## src/rtl/ucrh_pkg.sv

```systemverilog
// shared types, constants and descriptor tables for the control request handler
package ucrh_pkg;

  typedef enum logic [2:0] {
    OP_SETUP  = 3'd0,
    OP_IN     = 3'd1,
    OP_OUT    = 3'd2,
    OP_BUSRST = 3'd3,
    OP_REPORT = 3'd4
  } op_e;

  typedef enum logic [1:0] {
    KIND_DATA   = 2'd0,
    KIND_ZLP    = 2'd1,
    KIND_STALL  = 2'd2,
    KIND_REJECT = 2'd3
  } kind_e;

  localparam logic [7:0] REQ_GET_STATUS  = 8'd0;
  localparam logic [7:0] REQ_CLEAR_FEAT  = 8'd1;
  localparam logic [7:0] REQ_SET_FEAT    = 8'd3;
  localparam logic [7:0] REQ_SET_ADDRESS = 8'd5;
  localparam logic [7:0] REQ_GET_DESC    = 8'd6;
  localparam logic [7:0] REQ_GET_CONFIG  = 8'd8;
  localparam logic [7:0] REQ_SET_CONFIG  = 8'd9;

  localparam logic [7:0] RT_EP_IN   = 8'h82;
  localparam logic [7:0] RT_DEV_IN  = 8'h80;
  localparam logic [7:0] RT_EP_OUT  = 8'h02;
  localparam logic [7:0] RT_DEV_OUT = 8'h00;

  localparam logic [2:0] EP_CTRL   = 3'd0;
  localparam logic [2:0] EP_REPORT = 3'd3;

  localparam int TABLE_ENTRIES = 7;
  localparam int ROM_IMAGE     = 129;

  typedef enum logic [2:0] {
    ST_IDLE,
    ST_SEARCH,
    ST_SEND_DESC,
    ST_SEND_REPORT,
    ST_SEND_ONE
  } state_e;

  typedef struct packed {
    logic step_report;
    logic search_start;
    logic search_step;
    logic desc_step;
    logic emit;
  } cmd_t;

  typedef struct packed {
    logic search_hit;
    logic search_done;
    logic desc_done;
    logic report_done;
    logic desc_ready;
  } stat_t;

  function automatic logic [7:0] rom_byte(input logic [7:0] a);
    logic [7:0] r;
    case (a)
      8'd0: r = 8'd18; 8'd1: r = 8'd1; 8'd2: r = 8'h00; 8'd3: r = 8'h02;
      8'd4: r = 8'd0; 8'd5: r = 8'd0; 8'd6: r = 8'd0; 8'd7: r = 8'd32;
      8'd8: r = 8'hC0; 8'd9: r = 8'h16; 8'd10: r = 8'h79; 8'd11: r = 8'h04;
      8'd12: r = 8'h00; 8'd13: r = 8'h01; 8'd14: r = 8'd1; 8'd15: r = 8'd2;
      8'd16: r = 8'd0; 8'd17: r = 8'd1;
      8'd18: r = 8'd9; 8'd19: r = 8'd2; 8'd20: r = 8'd34; 8'd21: r = 8'd0;
      8'd22: r = 8'd1; 8'd23: r = 8'd1; 8'd24: r = 8'd0; 8'd25: r = 8'hC0;
      8'd26: r = 8'd50;
      8'd27: r = 8'd9; 8'd28: r = 8'd4; 8'd29: r = 8'd0; 8'd30: r = 8'd0;
      8'd31: r = 8'd1; 8'd32: r = 8'h03; 8'd33: r = 8'h00; 8'd34: r = 8'h00;
      8'd35: r = 8'd0;
      8'd36: r = 8'd9; 8'd37: r = 8'h21; 8'd38: r = 8'h11; 8'd39: r = 8'h01;
      8'd40: r = 8'd0; 8'd41: r = 8'd1; 8'd42: r = 8'h22; 8'd43: r = 8'd21;
      8'd44: r = 8'd0;
      8'd45: r = 8'd7; 8'd46: r = 8'd5; 8'd47: r = 8'h83; 8'd48: r = 8'h03;
      8'd49: r = 8'd32; 8'd50: r = 8'd0; 8'd51: r = 8'd1;
      8'd52: r = 8'h06; 8'd53: r = 8'h31; 8'd54: r = 8'hFF; 8'd55: r = 8'h09;
      8'd56: r = 8'h74; 8'd57: r = 8'hA1; 8'd58: r = 8'h53; 8'd59: r = 8'h75;
      8'd60: r = 8'h08; 8'd61: r = 8'h15; 8'd62: r = 8'h00; 8'd63: r = 8'h26;
      8'd64: r = 8'hFF; 8'd65: r = 8'h00; 8'd66: r = 8'h95; 8'd67: r = 8'd9;
      8'd68: r = 8'h09; 8'd69: r = 8'h75; 8'd70: r = 8'h81; 8'd71: r = 8'h02;
      8'd72: r = 8'hC0;
      8'd73: r = 8'd4; 8'd74: r = 8'd3; 8'd75: r = 8'h09; 8'd76: r = 8'h04;
      8'd77: r = 8'd20; 8'd78: r = 8'd3;
      8'd79: r = 8'h59; 8'd81: r = 8'h6F; 8'd83: r = 8'h75; 8'd85: r = 8'h72;
      8'd87: r = 8'h20; 8'd89: r = 8'h4E; 8'd91: r = 8'h61; 8'd93: r = 8'h6D;
      8'd95: r = 8'h65;
      8'd97: r = 8'd32; 8'd98: r = 8'd3;
      8'd99: r = 8'h59; 8'd101: r = 8'h6F; 8'd103: r = 8'h75; 8'd105: r = 8'h72;
      8'd107: r = 8'h20; 8'd109: r = 8'h55; 8'd111: r = 8'h53; 8'd113: r = 8'h42;
      8'd115: r = 8'h20; 8'd117: r = 8'h44; 8'd119: r = 8'h65; 8'd121: r = 8'h76;
      8'd123: r = 8'h69; 8'd125: r = 8'h63; 8'd127: r = 8'h65;
      default: r = 8'd0;
    endcase
    return r;
  endfunction

  typedef struct packed {
    logic [15:0] val;
    logic [15:0] idx;
    logic [7:0]  start;
    logic [7:0]  len;
  } desc_entry_t;

  function automatic desc_entry_t desc_entry(input logic [3:0] i);
    desc_entry_t e;
    case (i)
      4'd0: e = '{16'h0100, 16'h0000, 8'd0, 8'd18};
      4'd1: e = '{16'h0200, 16'h0000, 8'd18, 8'd34};
      4'd2: e = '{16'h2200, 16'h0000, 8'd52, 8'd21};
      4'd3: e = '{16'h2100, 16'h0000, 8'd36, 8'd9};
      4'd4: e = '{16'h0300, 16'h0000, 8'd73, 8'd4};
      4'd5: e = '{16'h0301, 16'h0409, 8'd77, 8'd20};
      4'd6: e = '{16'h0302, 16'h0409, 8'd97, 8'd32};
      default: e = '{16'h0000, 16'h0000, 8'd0, 8'd0};
    endcase
    return e;
  endfunction

endpackage

```

## src/rtl/ucrh_datapath.sv

```systemverilog
// datapath: request decode, descriptor walk, report shifter, device state
module ucrh_datapath #(
  parameter int MAX_EP_NUMBER = 4,
  parameter int PACKET_BYTES  = 32,
  parameter int DESC_ENTRIES  = 7,
  parameter int ROM_BYTES     = 256
) (
  input  logic              clk_i,
  input  logic              rst_ni,
  input  logic              accept_i,
  input  logic [2:0]        op_i,
  input  logic [7:0]        request_type_i,
  input  logic [7:0]        request_i,
  input  logic [15:0]       value_i,
  input  logic [15:0]       index_i,
  input  logic [15:0]       length_i,
  input  logic [7:0]        report_type_i,
  input  logic [15:0]       delta_time_i,
  input  logic [15:0]       x_value_i,
  input  logic [15:0]       y_value_i,
  input  logic [15:0]       z_value_i,
  input  ucrh_pkg::cmd_t    cmd_i,
  output ucrh_pkg::stat_t   stat_o,
  output logic              one_valid_o,
  output logic [1:0]        kind_o,
  output logic [2:0]        endpoint_o,
  output logic [7:0]        data_byte_o,
  output logic              end_of_packet_o,
  output logic              last_o,
  output logic [6:0]        device_address_o,
  output logic              address_enabled_o,
  output logic [7:0]        configuration_o
);

  localparam int Chunk = (PACKET_BYTES < 32) ? PACKET_BYTES : 32;
  localparam int Entries = (DESC_ENTRIES < ucrh_pkg::TABLE_ENTRIES) ?
                           DESC_ENTRIES : ucrh_pkg::TABLE_ENTRIES;

  logic [7:0]  cfg_q;
  logic [6:0]  addr_q;
  logic        addr_ok_q;
  logic        active_q;
  logic [7:0]  cursor_q;
  logic [7:0]  left_q;
  logic [7:0]  halted_q;
  logic [71:0] rep_q;
  logic [3:0]  rep_cnt_q;
  logic [3:0]  srch_q;
  logic [15:0] val_q, idx_q, len_q;
  logic [5:0]  pkt_n_q;
  logic [5:0]  pkt_k_q;

  ucrh_pkg::desc_entry_t ent;
  logic hit;
  logic [7:0] clip;
  logic [7:0] n_now;
  logic [7:0] rom_q;
  logic [2:0] ep7;
  logic       ep_ok;

  assign ent = ucrh_pkg::desc_entry(srch_q);
  assign hit = (ent.val == val_q) && (ent.idx == idx_q);
  assign clip = (len_q < 16'd255) ? len_q[7:0] : 8'd255;
  assign n_now = (left_q < 8'(Chunk)) ? left_q : 8'(Chunk);
  assign ep7 = index_i[2:0];
  assign ep_ok = (index_i[6:0] >= 7'd1) && (index_i[6:0] <= 7'(MAX_EP_NUMBER))
                 && (index_i[6:0] < 7'd8);

  always_comb begin
    rom_q = 8'd0;
    if ((32'(cursor_q) < ucrh_pkg::ROM_IMAGE) && (32'(cursor_q) < ROM_BYTES)) begin
      rom_q = ucrh_pkg::rom_byte(cursor_q);
    end
  end

  assign stat_o.search_hit  = hit && (32'(srch_q) < Entries);
  assign stat_o.search_done = (32'(srch_q) >= Entries - 1);
  assign stat_o.desc_done   = (pkt_k_q + 6'd1 >= pkt_n_q);
  assign stat_o.report_done = (rep_cnt_q == 4'd8);
  assign stat_o.desc_ready  = active_q && (left_q != 8'd0);

  // immediate single/double result decode
  logic       dbl;
  logic [1:0] one_kind;
  logic [2:0] one_endpoint;
  logic [7:0] one_byte;
  logic       one_eop;
  logic       one_last;
  always_comb begin
    one_valid_o  = 1'b0;
    one_kind     = ucrh_pkg::KIND_STALL;
    one_endpoint = ucrh_pkg::EP_CTRL;
    one_byte     = 8'd0;
    one_eop      = 1'b0;
    one_last     = 1'b1;
    dbl          = 1'b0;
    case (op_i)
      ucrh_pkg::OP_SETUP: begin
        one_valid_o = (request_i != ucrh_pkg::REQ_GET_DESC);
        if (request_i == ucrh_pkg::REQ_SET_ADDRESS) begin
          one_kind = ucrh_pkg::KIND_ZLP;
          one_eop  = 1'b1;
        end else if (request_i == ucrh_pkg::REQ_SET_CONFIG &&
                     request_type_i == ucrh_pkg::RT_DEV_OUT) begin
          one_kind = ucrh_pkg::KIND_ZLP;
          one_eop  = 1'b1;
        end else if (request_i == ucrh_pkg::REQ_GET_CONFIG &&
                     request_type_i == ucrh_pkg::RT_DEV_IN) begin
          one_kind = ucrh_pkg::KIND_DATA;
          one_byte = cfg_q;
          one_eop  = 1'b1;
        end else if (request_i == ucrh_pkg::REQ_GET_STATUS) begin
          one_kind = ucrh_pkg::KIND_DATA;
          one_byte = {7'd0, (request_type_i == ucrh_pkg::RT_EP_IN) && halted_q[ep7]};
          one_last = 1'b0;
          dbl      = 1'b1;
        end else if ((request_i == ucrh_pkg::REQ_CLEAR_FEAT ||
                      request_i == ucrh_pkg::REQ_SET_FEAT) &&
                     request_type_i == ucrh_pkg::RT_EP_OUT &&
                     value_i == 16'd0 && ep_ok) begin
          one_kind = ucrh_pkg::KIND_ZLP;
          one_eop  = 1'b1;
        end
      end
      ucrh_pkg::OP_REPORT: begin
        one_valid_o  = (cfg_q == 8'd0);
        one_kind     = ucrh_pkg::KIND_REJECT;
        one_endpoint = ucrh_pkg::EP_REPORT;
      end
      ucrh_pkg::OP_IN: begin
        one_valid_o = active_q && (left_q == 8'd0);
        one_kind    = ucrh_pkg::KIND_ZLP;
        one_eop     = 1'b1;
      end
      default: one_valid_o = 1'b0;
    endcase
  end

  logic       out_v_q, out_eop_q, out_last_q;
  logic [1:0] out_kind_q;
  logic [2:0] out_ep_q;
  logic [7:0] out_byte_q;
  logic       pend_q;

  always_ff @(posedge clk_i or negedge rst_ni) begin
    if (!rst_ni) begin
      cfg_q     <= 8'd0;
      addr_q    <= 7'd0;
      addr_ok_q <= 1'b0;
      active_q  <= 1'b0;
      cursor_q  <= 8'd0;
      left_q    <= 8'd0;
      halted_q  <= 8'd0;
      rep_cnt_q <= 4'd0;
      srch_q    <= 4'd0;
      pkt_n_q   <= 6'd0;
      pkt_k_q   <= 6'd0;
      out_v_q   <= 1'b0;
      pend_q    <= 1'b0;
    end else begin
      out_v_q <= 1'b0;
      pend_q  <= 1'b0;
      if (pend_q) begin
        out_v_q    <= 1'b1;
        out_kind_q <= ucrh_pkg::KIND_DATA;
        out_ep_q   <= ucrh_pkg::EP_CTRL;
        out_byte_q <= 8'd0;
        out_eop_q  <= 1'b1;
        out_last_q <= 1'b1;
      end
      if (accept_i) begin
        if (one_valid_o) begin
          out_v_q    <= 1'b1;
          out_kind_q <= one_kind;
          out_ep_q   <= one_endpoint;
          out_byte_q <= one_byte;
          out_eop_q  <= one_eop;
          out_last_q <= one_last;
        end
        pend_q <= dbl;
        case (op_i)
          ucrh_pkg::OP_SETUP: begin
            active_q <= 1'b0;
            val_q <= value_i;
            idx_q <= index_i;
            len_q <= length_i;
            if (request_i == ucrh_pkg::REQ_SET_ADDRESS) begin
              addr_q    <= value_i[6:0];
              addr_ok_q <= 1'b1;
            end else if (request_i == ucrh_pkg::REQ_SET_CONFIG &&
                         request_type_i == ucrh_pkg::RT_DEV_OUT) begin
              cfg_q <= value_i[7:0];
            end else if ((request_i == ucrh_pkg::REQ_CLEAR_FEAT ||
                          request_i == ucrh_pkg::REQ_SET_FEAT) &&
                         request_type_i == ucrh_pkg::RT_EP_OUT &&
                         value_i == 16'd0 && ep_ok) begin
              halted_q[index_i[2:0]] <= (request_i == ucrh_pkg::REQ_SET_FEAT);
            end
          end
          ucrh_pkg::OP_IN: begin
            if (active_q) begin
              pkt_n_q  <= n_now[5:0];
              pkt_k_q  <= 6'd0;
              left_q   <= left_q - n_now;
              active_q <= ((left_q - n_now) != 8'd0) || (n_now == 8'(Chunk));
            end
          end
          ucrh_pkg::OP_OUT: active_q <= 1'b0;
          ucrh_pkg::OP_BUSRST: begin
            active_q <= 1'b0;
            cfg_q    <= 8'd0;
          end
          ucrh_pkg::OP_REPORT: begin
            rep_q <= {report_type_i, delta_time_i, x_value_i, y_value_i, z_value_i};
            rep_cnt_q <= 4'd0;
          end
          default: ;
        endcase
      end
      if (cmd_i.search_start) srch_q <= 4'd0;
      if (cmd_i.search_step) begin
        if (stat_o.search_hit) begin
          cursor_q <= ent.start;
          left_q   <= (clip > ent.len) ? ent.len : clip;
          active_q <= 1'b1;
        end else begin
          srch_q <= srch_q + 4'd1;
        end
        if (cmd_i.emit) begin
          out_v_q    <= 1'b1;
          out_kind_q <= ucrh_pkg::KIND_STALL;
          out_ep_q   <= ucrh_pkg::EP_CTRL;
          out_byte_q <= 8'd0;
          out_eop_q  <= 1'b0;
          out_last_q <= 1'b1;
        end
      end
      if (cmd_i.desc_step) begin
        out_v_q    <= 1'b1;
        out_kind_q <= ucrh_pkg::KIND_DATA;
        out_ep_q   <= ucrh_pkg::EP_CTRL;
        out_byte_q <= rom_q;
        out_eop_q  <= stat_o.desc_done;
        out_last_q <= stat_o.desc_done;
        cursor_q   <= cursor_q + 8'd1;
        pkt_k_q    <= pkt_k_q + 6'd1;
      end
      if (cmd_i.step_report) begin
        out_v_q    <= 1'b1;
        out_kind_q <= ucrh_pkg::KIND_DATA;
        out_ep_q   <= ucrh_pkg::EP_REPORT;
        out_byte_q <= rep_q[71:64];
        out_eop_q  <= stat_o.report_done;
        out_last_q <= stat_o.report_done;
        rep_q      <= {rep_q[63:0], 8'd0};
        rep_cnt_q  <= rep_cnt_q + 4'd1;
      end
    end
  end

  assign kind_o            = out_v_q ? out_kind_q : ucrh_pkg::KIND_DATA;
  assign endpoint_o        = out_v_q ? out_ep_q : 3'd0;
  assign data_byte_o       = out_v_q ? out_byte_q : 8'd0;
  assign end_of_packet_o   = out_v_q & out_eop_q;
  assign last_o            = out_v_q & out_last_q;
  assign device_address_o  = addr_q;
  assign address_enabled_o = addr_ok_q;
  assign configuration_o   = cfg_q;

endmodule

```

## src/rtl/ucrh_ctrl.sv

```systemverilog
// controller state machine sequencing setup search and byte streams
module ucrh_ctrl (
  input  logic             clk_i,
  input  logic             rst_ni,
  input  logic             accept_i,
  input  logic [2:0]       op_i,
  input  logic [7:0]       request_i,
  input  logic             report_go_i,
  input  logic             pend_i,
  input  ucrh_pkg::stat_t  stat_i,
  output ucrh_pkg::cmd_t   cmd_o,
  output logic             busy_o
);

  ucrh_pkg::state_e state_q, state_d;

  always_ff @(posedge clk_i or negedge rst_ni) begin
    if (!rst_ni) begin
      state_q <= ucrh_pkg::ST_IDLE;
    end else begin
      state_q <= state_d;
    end
  end

  always_comb begin
    state_d = state_q;
    cmd_o   = '0;
    busy_o  = 1'b1;
    case (state_q)
      ucrh_pkg::ST_IDLE: begin
        busy_o = pend_i;
        if (accept_i) begin
          if (op_i == ucrh_pkg::OP_SETUP && request_i == ucrh_pkg::REQ_GET_DESC) begin
            cmd_o.search_start = 1'b1;
            state_d = ucrh_pkg::ST_SEARCH;
          end else if (op_i == ucrh_pkg::OP_IN && stat_i.desc_ready) begin
            state_d = ucrh_pkg::ST_SEND_DESC;
          end else if (op_i == ucrh_pkg::OP_REPORT && report_go_i) begin
            state_d = ucrh_pkg::ST_SEND_REPORT;
          end
        end
      end
      ucrh_pkg::ST_SEARCH: begin
        cmd_o.search_step = 1'b1;
        if (stat_i.search_hit) begin
          state_d = ucrh_pkg::ST_IDLE;
        end else if (stat_i.search_done) begin
          cmd_o.emit = 1'b1;
          state_d = ucrh_pkg::ST_IDLE;
        end
      end
      ucrh_pkg::ST_SEND_DESC: begin
        cmd_o.desc_step = 1'b1;
        if (stat_i.desc_done) state_d = ucrh_pkg::ST_IDLE;
      end
      ucrh_pkg::ST_SEND_REPORT: begin
        cmd_o.step_report = 1'b1;
        if (stat_i.report_done) state_d = ucrh_pkg::ST_IDLE;
      end
      default: state_d = ucrh_pkg::ST_IDLE;
    endcase
  end

endmodule

```

## src/rtl/usb_control_request_handler.sv

```systemverilog
// top level of the endpoint zero control request handler
// immediate results show in the cycle after start; IN packet and report bytes pass the
// state and output registers; get descriptor searches one entry per cycle and emits
// a stall on a miss; busy stays high while a 32-byte IN packet or 9-byte report is sent
// results cannot be stalled by the receiver
// reset clears address, configuration, halts and any data stage
module usb_control_request_handler #(
  parameter int MAX_EP_NUMBER = 4,
  parameter int PACKET_BYTES  = 32,
  parameter int DESC_ENTRIES  = 7,
  parameter int ROM_BYTES     = 256
) (
  input  logic        clk_i,
  input  logic        rst_ni,
  input  logic        start,
  output logic        busy,
  input  logic [2:0]  op_i,
  input  logic [7:0]  request_type_i,
  input  logic [7:0]  request_i,
  input  logic [15:0] value_i,
  input  logic [15:0] index_i,
  input  logic [15:0] length_i,
  input  logic [7:0]  report_type_i,
  input  logic [15:0] delta_time_i,
  input  logic [15:0] x_value_i,
  input  logic [15:0] y_value_i,
  input  logic [15:0] z_value_i,
  output logic        strobe,
  output logic [1:0]  kind_o,
  output logic [2:0]  endpoint_o,
  output logic [7:0]  data_byte_o,
  output logic        end_of_packet_o,
  output logic        last_o,
  output logic [6:0]  device_address_o,
  output logic        address_enabled_o,
  output logic [7:0]  configuration_o
);

  ucrh_pkg::cmd_t  cmd;
  ucrh_pkg::stat_t stat;
  logic accept;
  logic one_valid;
  logic pend_q, strobe_q;

  assign accept = start && !busy;

  always_ff @(posedge clk_i or negedge rst_ni) begin
    if (!rst_ni) begin
      pend_q   <= 1'b0;
      strobe_q <= 1'b0;
    end else begin
      pend_q   <= accept && op_i == ucrh_pkg::OP_SETUP &&
                  request_i == ucrh_pkg::REQ_GET_STATUS;
      strobe_q <= (accept && one_valid) || pend_q || cmd.desc_step ||
                  cmd.step_report || (cmd.search_step && cmd.emit);
    end
  end
  assign strobe = strobe_q;

  ucrh_datapath #(
    .MAX_EP_NUMBER(MAX_EP_NUMBER),
    .PACKET_BYTES (PACKET_BYTES),
    .DESC_ENTRIES (DESC_ENTRIES),
    .ROM_BYTES    (ROM_BYTES)
  ) u_dp (
    .clk_i, .rst_ni,
    .accept_i(accept),
    .op_i, .request_type_i, .request_i, .value_i, .index_i, .length_i,
    .report_type_i, .delta_time_i, .x_value_i, .y_value_i, .z_value_i,
    .cmd_i(cmd), .stat_o(stat),
    .one_valid_o(one_valid),
    .kind_o, .endpoint_o, .data_byte_o, .end_of_packet_o, .last_o,
    .device_address_o, .address_enabled_o, .configuration_o
  );

  ucrh_ctrl u_ctrl (
    .clk_i, .rst_ni,
    .accept_i(accept),
    .op_i, .request_i,
    .report_go_i(configuration_o != 8'd0),
    .pend_i(pend_q),
    .stat_i(stat),
    .cmd_o(cmd),
    .busy_o(busy)
  );

endmodule

```

## config.mk

```make
export PLATFORM = sky130hd
export DESIGN_NAME = usb_control_request_handler
export DESIGN_NICKNAME = d
export VERILOG_FILES = /design/src/rtl/ucrh_pkg.sv /design/src/rtl/ucrh_datapath.sv /design/src/rtl/ucrh_ctrl.sv /design/src/rtl/usb_control_request_handler.sv
export SDC_FILE = /design/constraint.sdc
export NUM_CORES = 1
export LEC_CHECK = 0
export BUFFER_PORTS_ARGS = -buffer_cell sky130_fd_sc_hd__buf_2
export CORE_MARGIN = 2
export CORE_UTILIZATION = 44
export DETAILED_ROUTE_END_ITERATION = 8
export PLACE_DENSITY = 0.72
export SYNTH_ARGS = -nofsm -noshare
export SYNTH_HDL_FRONTEND = slang
export SYNTH_SLANG_ARGS = --single-unit
```

## constraint.sdc

```tcl
create_clock -name clk_i -period 4.6 [get_ports clk_i]
set_input_delay 0.46 -clock clk_i [delete_from_list [all_inputs] [get_ports clk_i]]
set_output_delay 0.46 -clock clk_i [all_outputs]
set_load 0.01 [all_outputs]
```

==> out/qor.csv, run 1 <==
stage;metric;value;unit
hold_path;min-delay-start;length_i[5];
yosys;synth_xor_area_frac;0.01106;
drt;wirelength;28130;um
drt;dr.first_iter.drc_count;942;
pwr;combPwrFrac;0.377;
worst_setup_path;crit_required;5.02;ns
clock_tree;cts.htree.levels;1;
clock_tree;cts_buffer_depth;3;
pwr;swShare;0.3796;
sta;fin_ws;1.505;ns
worst_setup_path;cpLargestDelayFamily;simple AND/OR/NAND/NOR gates;
drt;drt-pass1-iter-count;6;
hold_path;min_path_cells;1;
sta;period_share;0.6727;
yosys;yosysMostFrequentCell;edfxtp_1;
yosys;synthArstFlopShare;0.3317;
global_route;globalRouteMet2Util;0.3356;
layout;final_design_area_no_fill;0.01275;sq mm
floorplan;io_pins;175;
worst_setup_path;path_class;flip-flop to flip-flop;
sta;fin_skew;0.01655;ns
global_route;grt_use_met3;0.03243;
pwr;p_int;0.004413;W
clock_tree;clockRootBuffer;clkbuf_16;
job;max_cap_viol_count;0;
floorplan;dieWidth;161.9;um
sta;fin_tns_setup;0;ns
drt;avgViaCountPerCell;5.903;
worst_setup_path;max_stage_delay;0.40;ns
floorplan;fp-row-count;57;
worst_setup_path;startpoint_type;flip-flop;
yosys;postSynthRegisterBits;202;
global_route;grt-ovfl-total;0;
place;gp_congestion;0.9169;
worst_setup_path;worst_r2r_startpoint;u_dp.len_q[14];
global_route;grt_antenna_before_repair;1;
global_route;grt_pass1_vias;8204;
yosys;synth.area.top_cells;edfxtp_1 37%, dfrtp_1 15%, a22o_1 6.1%;
sta;hold_viol;0;
yosys;syn-cell-area;0.01098;sq mm
pwr;p_per_area;558.1;mW/mm^2
clock_tree;cts_tree;done;
worst_setup_path;arrival;3.51;ns
worst_setup_path;cp_cell_sequence;nor4_1 -> nand2_1 -> or2_2 -> ha_1 -> nor2b_1 -> o21a_1 -> o21ai_1 -> a21oi_1 -> nor4_4 -> mux2_2 -> mux2i_1;
yosys;yosysTopAreaCell;edfxtp_1;
layout;layout-drive-gt1-share;0.2082;
yosys;yosysTopAreaCellShare;0.3693;
worst_setup_path;crit_slowest_cell;mux2_2;
clock_tree;clk_latency;0.50;ns
place;portBuffers;174;
worst_setup_path;rrSetupSlack;1.51;ns
hold_path;hold_end;u_dp.len_q[5];
pwr;p_seq_frac;0.383;
floorplan;initial_core_util;0.4500;
clock_tree;numCtsBuffers;21;
worst_setup_path;path_max_fanout;8;
layout;fillerInstances;2201;
yosys;synth.avg_cell_area;10.79;sq um
yosys;synth_compound_area_frac;0.1901;
drt;wire_per_inst;18.85;um
global_route;grt_max_degree;76;
yosys;synth.net_count;1192;
floorplan;chipHeight;161.9;um
clock_tree;clkTransAtPathRegs;0.06;ns
place;hpwl;19870;um
layout;nets;1327;
yosys;ys_top_cells_by_count;135 x edfxtp_1, 102 x nand2_1, 76 x a22o_1, 67 x dfrtp_1;
worst_setup_path;end_kind;flip-flop;
sta;relSlewSlack;0.2943;
global_route;grt_pass1_wl;44110;um
sta;rsz0062_at_grt;no;
yosys;post_synth_num_cell_types;84;
sta;final-max-slew-violation-count;0;
global_route;grt.total_usage;0.2098;
drt;ant_nets;0;
hold_path;hold_class;input port to flip-flop;
yosys;ys.flop_type;edfxtp_1;
yosys;synth-simple-area-share;0.1596;
global_route;grt_busiest_layer;met2;
clock_tree;clock_sinks;202;
pwr;power.switching;0.002701;W
sta;tightest_slew;1.059;ns
place;dp_slack;1.488;ns
yosys;synth_mux_area_frac;0.03967;
sta;layout_min_cycle_time;3.095;ns
layout;synthToLayoutAreaGrowth;16.12;%
pwr;vdd_ir_drop_max;0.0003050;V
yosys;synth_edf_count;135;
floorplan;die_area;0.02623;sq mm
drt;vias;8808;
yosys;yosysWarnings;0;
sta;setup_violations;0;
pwr;leakagePower;5.091;nW
worst_setup_path;r2r_cells;11;
status;status;finished clean;
drt;drc;0;
global_route;met1_usage;0.2984;
yosys;synth_fa_ha_area_frac;0.03762;
yosys;syn_inst;1017;
yosys;synth_top_family_by_area;compound AO/OA/AOI/OAI gates;
worst_setup_path;r2r_end;u_dp.left_q[3];
clock_tree;postCtsSetupBuffers;0;
worst_setup_path;path_buf_inv;0;
yosys;yosysSeqAreaShare;0.5221;
place;place_area;0.01204;sq mm
sta;max_freq;323.1;MHz
floorplan;core_area;0.02439;sq mm
pwr;clockPowerShare;0.240;
routing by layer:
metal,vias up,part of all wire
met5,-,0
met4,0,0.026
met3,50,0.079
met2,395,0.46
met1,4232,0.43
li1,4131,-
power groups by stage:
stage,registers [W],logic [W],clock network (W)
floorplan,0.00256,0.00200,0
global placement,0.00272,0.00260,0
detailed placement,0.00274,0.00264,0
CTS,0.00270,0.00266,0.00174
global route,0.00276,0.00297,0.00181
finish,0.00272,0.00268,0.00171
worst max-delay path by stage:
stage                    from              to  slack (ns)  cells past startpoint
2_1_floorplan         op_i[2]  u_dp.rep_q[10]        0.13                      4
6_report       u_dp.len_q[14]  u_dp.left_q[3]        1.51                     11
4_1_cts        u_dp.len_q[14]  u_dp.left_q[3]        1.47                     11
3_3_place_gp   u_dp.len_q[14]  u_dp.left_q[3]        1.56                     11
5_1_grt        u_dp.srch_q[1]  u_dp.left_q[3]        1.21                     12
3_5_place_dp   u_dp.len_q[14]  u_dp.left_q[3]        1.49                     11
state kept, by name (all words and copies together) (netlist names), 7 cells and up:
| name | cells |
|---|---|
| u_dp.val_q | 16 |
| u_dp.left_q | 8 |
| u_dp.cursor_q | 8 |
| u_dp.configuration_o | 8 |
| u_dp.idx_q | 16 |
| u_dp.rep_q | 72 |
| u_dp.len_q | 16 |
| u_dp.halted_q | 8 |
| u_dp.out_byte_q | 8 |
| u_dp.device_address_o | 7 |
cells by family after synthesis:
group	after synthesis
AOI/OAI and AO/OA	287
xor gates and xnor gates	13
adders and majority gates	33
buffers and inverters	108
DFF	202
muxes	39
other	1
and+or+nand+nor	334
worst register-to-register path: stages, from the launching register on:
cell	delay, ns
edfxtp_1	0.36
nor4_1	0.31
nand2_1	0.25
or2_2	0.35
ha_1	0.31
nor2b_1	0.13
o21a_1	0.16
o21ai_1	0.12
a21oi_1	0.12
nor4_4	0.38
mux2_2	0.40
mux2i_1	0.13
final cells by class:
class	instances	area (sq um)	share of cell area
flip-flops and latches	202	5731	0.4496
multi-input cells	707	4825	0.3785
repair buffers	186	965.9	0.07578
clock buffers	22	529.3	0.04152
well taps	324	405.4	0.03181
clock inverters	16	160.2	0.01257
inverters	34	127.6	0.01001
diodes	1	2.502	0.0001963
per-stage QoR:
stage / utilization / hold WS [ns] / power [W] / cells
2_1_floorplan: - / 0.1644 / 0.004564 / 1017
3_3_place_gp: 0.4938 / 0.3424 / 0.005317 / 1452
3_5_place_dp: 0.4938 / 0.3467 / 0.005380 / 1452
4_1_cts: 0.5225 / 0.1197 / 0.007111 / 1491
5_1_grt: 0.5226 / 0.1187 / 0.007537 / 1492
6_report: 0.5226 / 0.1375 / 0.007114 / 1492
placed cells by master, fill, tap and decap left out, types with 19 or more instances in the layout:
master	n
buf_2	173
edfxtp_1	135
nand2_1	102
a22o_1	76
dfrtp_1	67
nor2_1	60
o21ai_0	60
inv_1	32
ha_1	32
a21oi_1	30
nand3_1	23
mux2i_1	21
clkbuf_16	21
nor3_1	19
nor4_1	19
timing repair:
item | 4_1_cts | 5_1_grt
hold buffers | 1 | 0
gates resized for setup | 0 | 0
endpoints found under the hold margin | 13 | 0
No activity file was read; power rests on OpenSTA's default activity.
==> run 2: changes to the inputs <==
==> constraint.sdc (replaced) <==
create_clock -name clk_i -period 2.55 [get_ports clk_i]
set_input_delay 0.255 -clock clk_i [delete_from_list [all_inputs] [get_ports clk_i]]
set_output_delay 0.255 -clock clk_i [all_outputs]
set_load 0.01 [all_outputs]
==> run 2 against run 1 <==
Net effect: the flow now finishes with violations (setup timing); routed wire length rose by 9.8%; sequential cell count stayed put; clock power rose by 87%; sequential share of layout area decreased by 4.3 points; die area is the same; cell area is 11% higher; critical endpoint unchanged; largest cell class unchanged; largest power group is now combinational logic; highest routed layer unchanged.
==> out/qor.csv, run 2 (same netlist as run 1, synthesis figures left out) <==
stage;metric;value;unit;change
status;status;finished with violations;;was finished clean
status;violations;setup timing;;
drt;avgViaCountPerCell;5.767;;was 5.903
sta;fin_tns_setup;-0.5613;ns;was 0 ns
worst_setup_path;r2r_cells;13;;was 11
drt;drt-pass1-iter-count;6;;unchanged
global_route;grt-ovfl-total;0;;unchanged
floorplan;io_pins;175;;unchanged
sta;fin_skew;0.02196;ns;was 0.01655 ns
sta;hold_viol;0;;unchanged
worst_setup_path;crit_required;2.97;ns;was 5.02 ns
drt;dr.first_iter.drc_count;762;;was 942
worst_setup_path;path_max_fanout;6;;was 8
clock_tree;clock_sinks;202;;unchanged
global_route;grt_max_degree;69;;was 76
pwr;p_per_area;992.2;mW/mm^2;was 558.1 mW/mm^2
clock_tree;clk_latency;0.51;ns;was 0.50 ns
sta;fin_ws;-0.1730;ns;was 1.505 ns
worst_setup_path;worst_r2r_startpoint;u_dp.srch_q[1];;was u_dp.len_q[14]
worst_setup_path;cp_cell_sequence;inv_2 -> ha_4 -> inv_2 -> a21oi_2 -> o31ai_4 -> ha_1 -> or3_1 -> o221ai_2 -> a21oi_2 -> nor4_4 -> buf_6 -> mux2_4 -> mux2i_1;;was nor4_1 -> nand2_1 -> or2_2 -> ha_1 -> nor2b_1 -> o21a_1 -> o21ai_1 -> a21oi_1 -> nor4_4 -> mux2_2 -> mux2i_1
clock_tree;cts.htree.levels;1;;unchanged
job;max_cap_viol_count;0;;unchanged
layout;layout_common_cells;173 x buf_2, 135 x edfxtp_1, 101 x nand2_1;;was 173 x buf_2, 135 x edfxtp_1, 102 x nand2_1
floorplan;initial_core_util;0.4500;;unchanged
layout;largest_reg_flops;72;;unchanged
clock_tree;clkTransAtPathRegs;0.06;ns;about the same
floorplan;core_area;0.02439;sq mm;unchanged
worst_setup_path;startpoint_type;flip-flop;;unchanged
sta;tightest_slew;0.6831;ns;was 1.059 ns
global_route;grt_pass1_wl;48110;um;was 44110 um
sta;whs;0.02670;ns;was 0.1375 ns
worst_setup_path;path_buf_inv;3;;was 0
floorplan;fp-row-count;57;;unchanged
drt;ant_nets;0;;unchanged
pwr;vdd_ir_drop_max;0.0005946;V;was 0.0003050 V
floorplan;die_area;0.02623;sq mm;unchanged
worst_setup_path;crit_slowest_cell;dfrtp_1;;was mux2_2
hold_path;min-delay-start;delta_time_i[3];;was length_i[5]
worst_setup_path;arrival;3.14;ns;was 3.51 ns
floorplan;chipHeight;161.9;um;unchanged
layout;layout-drive-gt1-share;0.2849;;was 0.2082
sta;relSlewSlack;0.5446;;was 0.2943
place;hpwl;21610;um;was 19870 um
worst_setup_path;cpLargestDelayFamily;simple AND/OR/NAND/NOR gates;;unchanged
pwr;leakagePower;5.732;nW;was 5.091 nW
worst_setup_path;end_kind;flip-flop;;unchanged
clock_tree;cts_buffer_depth;3;;unchanged
layout;largest-register;u_dp.rep_q;;unchanged
global_route;grt_antenna_before_repair;0;;was 1
sta;setup_violations;6;;was 0
drt;wire_per_inst;19.16;um;was 18.85 um
clock_tree;clockRootBuffer;clkbuf_16;;unchanged
drt;vias;9297;;was 8808
sta;layout_min_cycle_time;2.723;ns;was 3.095 ns
place;portBuffers;174;;unchanged
hold_path;hold_end;u_dp.rep_q[51];;was u_dp.len_q[5]
drt;drc;0;;unchanged
layout;diodes;0;;was 1
floorplan;dieWidth;161.9;um;unchanged
pwr;p_total;0.01400;W;was 0.007114 W
layout;synthToLayoutAreaGrowth;28.58;%;was 16.12%
clock_tree;numCtsBuffers;22;;was 21
sta;max_freq;367.2;MHz;was 323.1 MHz
sta;period_share;1.068;;was 0.6727
worst_setup_path;crit_cells;13;;was 11
clock_tree;cts_tree;done;;unchanged
global_route;grt.total_usage;0.2296;;was 0.2098
worst_setup_path;r2r_end;u_dp.left_q[3];;unchanged
hold_path;hold_class;input port to flip-flop;;unchanged
worst_setup_path;max_stage_delay;0.43;ns;was 0.40 ns
layout;nets;1447;;was 1327
place;gp_congestion;0.9454;;was 0.9169
drt;wirelength;30880;um;was 28130 um
sta;final-max-slew-violation-count;0;;unchanged
worst_setup_path;path_class;flip-flop to flip-flop;;unchanged
worst_setup_path;rrSetupSlack;-0.17;ns;was 1.51 ns
layout;final_common_cell;buf_2;;unchanged
sta;rsz0062_at_grt;yes;;was no
global_route;grt_pass1_vias;9207;;was 8204
hold_path;min_path_cells;2;;was 1
run 2: power breakdown:
group,total [W],leakage (nW),switching (W),internal [W]
Sequential,0.00482,2.13,0.000570,0.00425
Clock,0.00319,0.357,0.00128,0.00192
Combinational,0.00600,3.24,0.00333,0.00267
run 2: final cells by class:
type	instances	area [sq um]
clock buffers	32	628.1
clock inverters	8	102.6
fillers	2030	10280
inverters	34	127.6
multi-input cells	707	5069
flip-flops and latches	202	5733
well taps	324	405.4
repair buffers	305	2048
run 2: per-layer routing:
| metal | vias up | GRT usage | share of wire |
|---|---|---|---|
| met2 | 382 | 0.3807 | 0.48 |
| li1 | 4378 | - | - |
| met3 | 70 | 0.03626 | 0.073 |
| met1 | 4467 | 0.3092 | 0.42 |
| met4 | 0 | 0.07723 | 0.031 |
| met5 | - | 0 | 0 |
run 2: worst max-delay path by stage:
stage,from,to
after global placement,u_dp.len_q[14],u_dp.left_q[4]
after CTS,u_dp.len_q[12],u_dp.left_q[3]
after detailed placement,u_dp.len_q[14],u_dp.left_q[3]
after global routing,u_dp.len_q[9],u_dp.left_q[3]
final,u_dp.srch_q[1],u_dp.left_q[3]
after floorplan,u_dp.len_q[14],u_dp.left_q[2]
run 2: metrics by stage:
| step | setup WS (ns) | util | std cells | instance area [sq um] |
|---|---|---|---|---|
| floorplan | -0.1225 | - | 1017 | 11070 |
| global route | -0.2831 | 0.5786 | 1612 | 14110 |
| CTS | -0.1443 | 0.5716 | 1609 | 13940 |
| finish | -0.1730 | 0.5786 | 1612 | 14110 |
| global placement | -0.1440 | 0.5212 | 1524 | 12710 |
| detailed placement | -0.2060 | 0.5212 | 1524 | 12710 |
run 2: timing repair:
item	4_1_cts	5_1_grt
gates resized for setup	13	33
pin swaps	10	6
hold endpoints to repair	50	0
hold buffers	44	0
setup buffers	1	3
endpoints found under the setup margin	16	27
run 2: worst reg2reg max path, cell delays in order, from the launching register on:
cell	delay, ns
dfrtp_1	0.43
inv_2	0.11
ha_4	0.17
inv_2	0.05
a21oi_2	0.21
o31ai_4	0.11
ha_1	0.31
or3_1	0.34
o221ai_2	0.09
a21oi_2	0.08
nor4_4	0.16
buf_6	0.17
mux2_4	0.30
mux2i_1	0.14
